==> config.mk <==
export PLATFORM = sky130hd
export DESIGN_NAME = quad_encoder_io_register_block
export DESIGN_NICKNAME = d
export VERILOG_FILES = /design/src/design/qeio_pkg.sv /design/src/design/qeio_core.sv /design/src/design/quad_encoder_io_register_block.sv
export SDC_FILE = /design/constraint.sdc
export NUM_CORES = 1
export LEC_CHECK = 0
export BUFFER_PORTS_ARGS = -buffer_cell sky130_fd_sc_hd__clkbuf_2
export CAP_MARGIN = 5
export CELL_PAD_IN_SITES_DETAIL_PLACEMENT = 0
export CELL_PAD_IN_SITES_GLOBAL_PLACEMENT = 1
export CORE_MARGIN = 3
export CORE_UTILIZATION = 39
export DETAILED_ROUTE_END_ITERATION = 7
export PLACE_DENSITY_LB_ADDON = 0.1
export SLEW_MARGIN = 40
export SYNTH_ARGS = -nofsm -noshare
export SYNTH_HDL_FRONTEND = slang
export SYNTH_SLANG_ARGS = --single-unit
==> constraint.sdc <==
create_clock -name clk -period 2.7 [get_ports clk]
set_clock_uncertainty 0.1 [all_clocks]
set_input_delay 0.27 -clock clk [delete_from_list [all_inputs] [get_ports clk]]
set_output_delay 0.27 -clock clk [all_outputs]
set_load 0.02 [all_outputs]
==> src/design/qeio_pkg.sv <==
// Shared types and constants for the quadrature encoder I/O register block.
// Used by the core and the top level; no dependencies.
package qeio_pkg;

  // Encoder count limits
  localparam int ENC_NUM_DEF  = 4;
  localparam logic [7:0] COUNT_MAX = 8'd255;
  localparam logic [7:0] COUNT_MIN = 8'd0;

  // Item kinds carried on the input tuser
  localparam logic [1:0] KIND_SAMPLE   = 2'd0;
  localparam logic [1:0] KIND_COMMAND  = 2'd1;
  localparam logic [1:0] KIND_TRANSMIT = 2'd2;

  // Command byte decoding
  localparam logic [3:0] CMD_LO_CLEAR    = 4'h0;
  localparam logic [3:0] CMD_LO_READ     = 4'h1;
  localparam logic [7:0] CMD_READ_SWITCH = 8'h40;
  localparam logic [7:0] CMD_READ_BUTTON = 8'h50;
  localparam logic [3:0] CMD_HI_LED      = 4'h8;

  // Configuration registers
  localparam int          PADDR_W          = 3;
  localparam logic        REG_REVERSE_MASK = 1'b0;
  localparam logic [3:0]  REVERSE_MASK_RST = 4'h1;

  // Input beat payload, first field in the highest bits
  typedef struct packed {
    logic [7:0] rx_byte;
    logic [3:0] switch_pins;
    logic [3:0] button_pins;
    logic [3:0] enc_b;
    logic [3:0] enc_a;
  } item_t;

  // Result of one item
  typedef struct packed {
    logic [3:0] led_state;
    logic [7:0] tx_byte;
    logic       tx_valid;
  } result_t;

endpackage

==> src/design/qeio_core.sv <==
// Encoder counters, button latches, transmit and LED registers with their update logic.
// Depends on qeio_pkg.
module qeio_core
  import qeio_pkg::*;
#(
  parameter int NUM_ENCODERS = ENC_NUM_DEF
) (
  input  logic       clk,
  input  logic       rst,
  input  logic       fire,
  input  logic [1:0] kind,
  input  item_t      item,
  input  logic [3:0] reverse_mask,
  output result_t    result
);

  localparam logic [3:0] ENC_MASK = 4'((1 << NUM_ENCODERS) - 1);

  logic [7:0]              enc_count      [NUM_ENCODERS];
  logic [7:0]              enc_count_next [NUM_ENCODERS];
  logic [NUM_ENCODERS-1:0] last_a, last_a_next;
  logic                    primed, primed_next;
  logic [3:0]              button_latch, button_latch_next;
  logic [7:0]              tx_hold, tx_hold_next;
  logic [3:0]              led_hold, led_hold_next;

  logic [3:0] cmd_hi, cmd_lo;
  logic [7:0] sel_count;
  logic       hi_is_enc;

  assign cmd_hi    = item.rx_byte[7:4];
  assign cmd_lo    = item.rx_byte[3:0];
  assign hi_is_enc = (cmd_hi < 4'(NUM_ENCODERS));

  // Pick the counter addressed by the command's high nibble
  always_comb begin
    sel_count = '0;
    for (int i = 0; i < NUM_ENCODERS; i++) begin
      if (cmd_hi == 4'(i)) begin
        sel_count = enc_count[i];
      end
    end
  end

  // Next state and result for one item
  always_comb begin
    logic ai, bi, up;
    ai = 1'b0;
    bi = 1'b0;
    up = 1'b0;
    for (int i = 0; i < NUM_ENCODERS; i++) begin
      enc_count_next[i] = enc_count[i];
    end
    last_a_next       = last_a;
    primed_next       = primed;
    button_latch_next = button_latch;
    tx_hold_next      = tx_hold;
    led_hold_next     = led_hold;
    result.tx_valid   = 1'b0;
    result.tx_byte    = '0;

    unique case (kind)
      KIND_SAMPLE: begin
        for (int i = 0; i < NUM_ENCODERS; i++) begin
          ai = item.enc_a[i];
          bi = item.enc_b[i];
          up = reverse_mask[i] ? (ai == bi) : (ai != bi);
          if (primed && (ai != last_a[i])) begin
            if (up) begin
              if (enc_count[i] != COUNT_MAX) enc_count_next[i] = enc_count[i] + 8'd1;
            end else begin
              if (enc_count[i] != COUNT_MIN) enc_count_next[i] = enc_count[i] - 8'd1;
            end
          end
        end
        last_a_next       = item.enc_a[NUM_ENCODERS-1:0];
        primed_next       = 1'b1;
        button_latch_next = button_latch | (item.button_pins & ENC_MASK);
      end
      KIND_COMMAND: begin
        priority if (hi_is_enc) begin
          if (cmd_lo == CMD_LO_CLEAR) begin
            for (int i = 0; i < NUM_ENCODERS; i++) begin
              if (cmd_hi == 4'(i)) enc_count_next[i] = '0;
            end
            tx_hold_next = '0;
          end else if (cmd_lo == CMD_LO_READ) begin
            tx_hold_next = sel_count;
          end
        end else if (item.rx_byte == CMD_READ_SWITCH) begin
          tx_hold_next = {4'h0, item.switch_pins};
        end else if (item.rx_byte == CMD_READ_BUTTON) begin
          tx_hold_next      = {4'h0, button_latch};
          button_latch_next = '0;
        end else if (cmd_hi == CMD_HI_LED) begin
          led_hold_next = cmd_lo;
        end else begin
          // unknown command byte: nothing changes
        end
      end
      KIND_TRANSMIT: begin
        result.tx_valid = 1'b1;
        result.tx_byte  = tx_hold;
        tx_hold_next    = '0;
      end
      default: begin
        // unused kind: nothing changes
      end
    endcase
    result.led_state = led_hold_next;
  end

  // Commit state when an item is processed
  always_ff @(posedge clk) begin
    if (rst) begin
      for (int i = 0; i < NUM_ENCODERS; i++) begin
        enc_count[i] <= '0;
      end
      last_a       <= '0;
      primed       <= 1'b0;
      button_latch <= '0;
      tx_hold      <= '0;
      led_hold     <= '0;
    end else if (fire) begin
      for (int i = 0; i < NUM_ENCODERS; i++) begin
        enc_count[i] <= enc_count_next[i];
      end
      last_a       <= last_a_next;
      primed       <= primed_next;
      button_latch <= button_latch_next;
      tx_hold      <= tx_hold_next;
      led_hold     <= led_hold_next;
    end
  end

endmodule

==> src/design/quad_encoder_io_register_block.sv <==
// Quadrature encoder I/O register block: input register, core update, result register.
// An accepted beat passes the input register, then the result register, and is presented from there.
// Throughput: one item per clock while the result stream does not stall it through m_axis_tready.
// Reset (synchronous, rst high): counters, latches, transmit and LED registers clear,
// the first pin sample only primes the last-A levels, reverse_mask returns to 1.
module quad_encoder_io_register_block
  import qeio_pkg::*;
#(
  parameter int NUM_ENCODERS = ENC_NUM_DEF
) (
  input  logic               clk,
  input  logic               rst,
  // input stream
  input  logic               s_axis_tvalid,
  output logic               s_axis_tready,
  input  logic [23:0]        s_axis_tdata,  // enc_a[3:0], enc_b[7:4], button_pins[11:8],
                                            // switch_pins[15:12], rx_byte[23:16]
  input  logic [1:0]         s_axis_tuser,  // cmd[1:0]
  // result stream
  output logic               m_axis_tvalid,
  input  logic               m_axis_tready,
  output logic [15:0]        m_axis_tdata,  // tx_byte[7:0], led_state[11:8], zero[15:12]
  output logic               m_axis_tuser,  // tx_valid[0]
  // configuration port
  input  logic               psel,
  input  logic               penable,
  input  logic               pwrite,
  input  logic [PADDR_W-1:0] paddr,
  input  logic [31:0]        pwdata,
  output logic [31:0]        prdata,
  output logic               pready
);

  logic       in_valid;
  item_t      in_item;
  logic [1:0] in_kind;
  logic       out_valid;
  result_t    out_result;
  result_t    core_result;
  logic       advance;
  logic       fire;
  logic [3:0] reverse_mask;

  // Configuration register
  assign pready = 1'b1;
  assign prdata = (paddr[PADDR_W-1:2] == REG_REVERSE_MASK) ? {28'h0, reverse_mask} : '0;

  always_ff @(posedge clk) begin
    if (rst) begin
      reverse_mask <= REVERSE_MASK_RST;
    end else if (psel && penable && pwrite && pready &&
                 (paddr[PADDR_W-1:2] == REG_REVERSE_MASK)) begin
      reverse_mask <= pwdata[3:0];
    end
  end

  // Pipeline handshake: result register frees when taken, input stage moves into it
  assign advance       = !out_valid || m_axis_tready;
  assign fire          = in_valid && advance;
  assign s_axis_tready = !in_valid || advance;

  // Input register
  always_ff @(posedge clk) begin
    if (rst) begin
      in_valid <= 1'b0;
    end else if (s_axis_tready) begin
      in_valid <= s_axis_tvalid;
    end
  end

  always_ff @(posedge clk) begin
    if (s_axis_tvalid && s_axis_tready) begin
      in_item <= item_t'(s_axis_tdata);
      in_kind <= s_axis_tuser;
    end
  end

  qeio_core #(
    .NUM_ENCODERS (NUM_ENCODERS)
  ) u_core (
    .clk          (clk),
    .rst          (rst),
    .fire         (fire),
    .kind         (in_kind),
    .item         (in_item),
    .reverse_mask (reverse_mask),
    .result       (core_result)
  );

  // Result register
  always_ff @(posedge clk) begin
    if (rst) begin
      out_valid <= 1'b0;
    end else if (advance) begin
      out_valid <= in_valid;
    end
  end

  always_ff @(posedge clk) begin
    if (fire) begin
      out_result <= core_result;
    end
  end

  assign m_axis_tvalid = out_valid;
  assign m_axis_tdata  = {4'h0, out_result.led_state, out_result.tx_byte};
  assign m_axis_tuser  = out_result.tx_valid;

endmodule

==> summary.md <==
| Metric | Value |
|---|---|
| Filler Cell Count | 1222 |
| Site Rows | 42 |
| Final #Nets | 683 |
| Static Leakage | 2.66 nW |
| Part of the cycle the worst path needs | 0.956 |
| First-pass GRT wire length | 21300 um |
| Power share of the clock group | 0.373 |
| Diode count | 0 |
| Critical path type | flip-flop to flip-flop |
| WL/cell | 16.8 um |
| Relative slew margins | 0.562 |
| Hold slack | 0.0296 ns |
| Die Span X | 125 um |
| Yosys warnings | 0 |
| I/O pin cnt | 120 |
| Worst-skew pair later-pin latency | 0.35 ns |
| H-tree depth | 3 |
| DP Worst Slack | 0.149 ns |
| Synth cell types | 67 |
| Primary FF master, synth | edfxtp_1 |
| Setup TNS | 0 ns |
| Post-CTS Setup Bufs | 0 |
| Syn Area/Cell | 10.9 sq um |
| Type of the most critical hold path | input pin to flip-flop |
| CP Cell Sequence | xor3_1 -> xnor2_1 -> ha_1 -> or3_1 -> or4_1 -> a21o_1 -> a21oi_1 |
| Sequential share of power | 0.479 |
| Min Tclk post-route | 2.58 ns |
| Pwr dens | 550 nW/um^2 |
| Initial antenna violation count | 0 |
| CP max stage delay | 0.50 ns |
| Finished Layout Cells | 789 |
| Clk sinks | 98 |
| Crit path launch type | flip-flop |
| CP max FO | 3 |
| Worst VDD drop | 0.000296 V |
| RSZ-0062 raised after global routing | false |
| P_sw | 0.000926 W |
| Fin. max-slew vios | 0 |
| CP required | 2.80 ns |
| Min-delay src | s_axis_tdata[7] |
| Final Instance Area | 6650 sq um |
| Vias in the first global route | 3922 |
| Max_cap viols | 0 |
| Number of port buffers | 56 |
| Number of synthesized register bits | 98 |
| DIE HEIGHT | 125 um |
| Seq/Total Area, Yosys | 0.483 |
| Die area | 15600 sq um |
| Placed cell count | 748 |
| Worst Path Arrival | 2.69 ns |
| Synth async-reset ratio | 0 |
| Cts bufs inserted | 9 |
| Starting Density | 0.408 |
| Fmax | 387 MHz |
| Crit path max-delay family | simple AND/OR/NAND/NOR gates |
| GR Util All Layers | 0.170 |
| Origin of the worst setup path | in_item[0]$_DFFE_PP_ |
| Mapped cell area | 5530 sq um |
| Area Overhead vs Synth | 20.3% |
| Share of cells above drive strength 1 | 0.223 |
| Final setup margin | 0.118 ns |
| CP endpoint kind | flip-flop |
| Clock slew at reported path FFs | 0.07 ns |
| Drt via density | 5.33 |
| Vias | 4207 |
| Setup violations, final | 0 |
| Reg area | 2670 sq um |
| Root buffer cell | clkbuf_16 |
| EDFF count, synth | 71 |
| Total core area | 13600 sq um |
| Multi-input combinational cell area | 2590 sq um |
| Detail Route Antenna Nets | 0 |
| Slowest cell on crit path | xor3_1 |
| Comb pwr share | 0.148 |
| Post-DP HPWL | 9680 um |
| Final GP Congestion | 0.805 |
| Pre-antenna DRT Iters | 5 |
| Status | finished clean |
| Pin count of the biggest net entering global routing | 29 |
| Number of remaining DRC errors | 0 |
| Cells after Synth | 506 |
| WP buf/inv | 0 |
| TritonCTS clock tree | built |
| Switch share | 0.253 |
| Internal power consumption | 0.00273 W |
| Routed wire length | 13200 um |
| Worst Max-Slew Pin Slew | 0.648 ns |
| RR Startpoint | in_item[0]$_DFFE_PP_ |
| Total grt overflow | 0 |
| Placed cell area | 6070 sq um |
| Hold Vio Cnt, Final | 0 |
| Clk buf depth | 2 |
| 1st-iter DRT viols | 233 |
sequential cells by signal, indices dropped and copies added (netlist names), 2 cells and up:
register	flops
u_core.enc_count	32
in_item	24
m_axis_tdata	12
u_core.tx_hold	8
reverse_mask	4
u_core.button_latch	4
u_core.last_a	4
u_core.led_hold	4
in_kind	2
path summary, 6_finish.rpt:
kind                                                             end  cells after the start  slack, ns
worst min-delay path                            in_item[7]$_DFFE_PP_                      1       0.03
worst max-delay path            u_core.enc_count[0][6]$_SDFFCE_PP0P_                      7       0.12
worst max register to register  u_core.enc_count[0][6]$_SDFFCE_PP0P_                      7       0.12
worst min register to register   u_core.button_latch[3]$_SDFFE_PP0P_                      1       0.37
power groups by stage:
stage               Clock (W)  Combinational [W]  Sequential, W
floorplan                   0           0.000377        0.00178
global placement            0           0.000505        0.00179
detailed placement          0           0.000511        0.00179
CTS                   0.00141           0.000542        0.00175
global route          0.00147           0.000593        0.00176
finish                0.00136           0.000541        0.00175
worst reg2reg max path: cells and delay by family (launching register included):
family	cells	cell delay (ns)
AO/OA/AOI/OAI	2	0.32
XOR/XNOR	2	0.67
adder cells (fa/ha/maj)	1	0.21
flip-flops	1	0.40
AND/OR/NAND/NOR	2	0.74
layout by cell type (no fill, tap or decap), types with 9 or more instances in the layout:
| cell type | instances |
|---|---|
| dfxtp_1 | 27 |
| nor2_1 | 36 |
| o21ai_0 | 10 |
| nor3_1 | 15 |
| edfxtp_1 | 71 |
| or4_1 | 11 |
| a21oi_1 | 13 |
| nand4_1 | 22 |
| nand3_1 | 23 |
| mux2_2 | 14 |
| conb_1 | 33 |
| clkbuf_16 | 9 |
| nand2_1 | 15 |
| and2_1 | 14 |
| mux2i_1 | 25 |
| clkbuf_2 | 56 |
| buf_4 | 38 |
| dlygate4sd3_1 | 25 |
what timing repair did:
action / CTS / global route
hold buffers: 25 / 0
resized for setup: 0 / 0
hold endpoints to repair: 25 / 0
layer usage:
metal,track usage,wire [um],part of all wire
met5,0,0,0
met4,0.0395,170,0.013
met3,0.0473,691,0.052
met2,0.257,5900,0.45
met1,0.244,6470,0.49
through the flow:
stage / total power, W / util
2_1_floorplan: 0.00215 / -
3_3_place_gp: 0.00229 / 0.447
3_5_place_dp: 0.00230 / 0.448
4_1_cts: 0.00370 / 0.490
5_1_grt: 0.00382 / 0.490
6_report: 0.00366 / 0.490
cells by family (layout without fill, tap and decap cells):
group,Yosys count,after routing,synth area share
muxes,40,40,0.0779
xor gates and xnor gates,22,22,0.0514
buffers and inverters,67,143,0.0706
adders and majority gates,7,7,0.0158
other,2,33,0.00136
and+or+nand+nor,194,194,0.202
DFF,98,98,0.483
AOI/OAI and AO/OA,76,76,0.0973
area by class of cell:
cell class | instances | area share
well taps | 176 | 0.0331
clock inverters | 7 | 0.0141
flip-flops and latches | 98 | 0.402
inverters | 7 | 0.00395
clock buffers | 9 | 0.0339
multi-input cells | 372 | 0.389
repair buffers | 120 | 0.123
synth_stat cells, drive strengths merged, types with 6 or more instances:
| cell type | number | share of area |
|---|---|---|
| xnor2 | 8 | 0.013 |
| ha | 7 | 0.016 |
| and3 | 7 | 0.0079 |
| or4 | 12 | 0.017 |
| nand2 | 15 | 0.010 |
| a21o | 6 | 0.0081 |
| mux2 | 14 | 0.029 |
| nand4 | 22 | 0.025 |
| nand3 | 23 | 0.021 |
| inv | 6 | 0.0041 |
| o22ai | 7 | 0.0079 |
| clkbuf | 14 | 0.010 |
| mux2i | 25 | 0.045 |
| dfxtp | 27 | 0.098 |
| nor2 | 36 | 0.024 |
| and2 | 15 | 0.017 |
| xor2 | 8 | 0.013 |
| nor3b | 6 | 0.0081 |
| o21ai | 10 | 0.0091 |
| buf | 46 | 0.056 |
| nor4b | 6 | 0.0095 |
| nor3 | 15 | 0.014 |
| or3 | 6 | 0.0068 |
| nor2b | 6 | 0.0068 |
| edfxtp | 71 | 0.39 |
| a21oi | 15 | 0.014 |
Note: power is estimated with default switching activity, not from simulation.
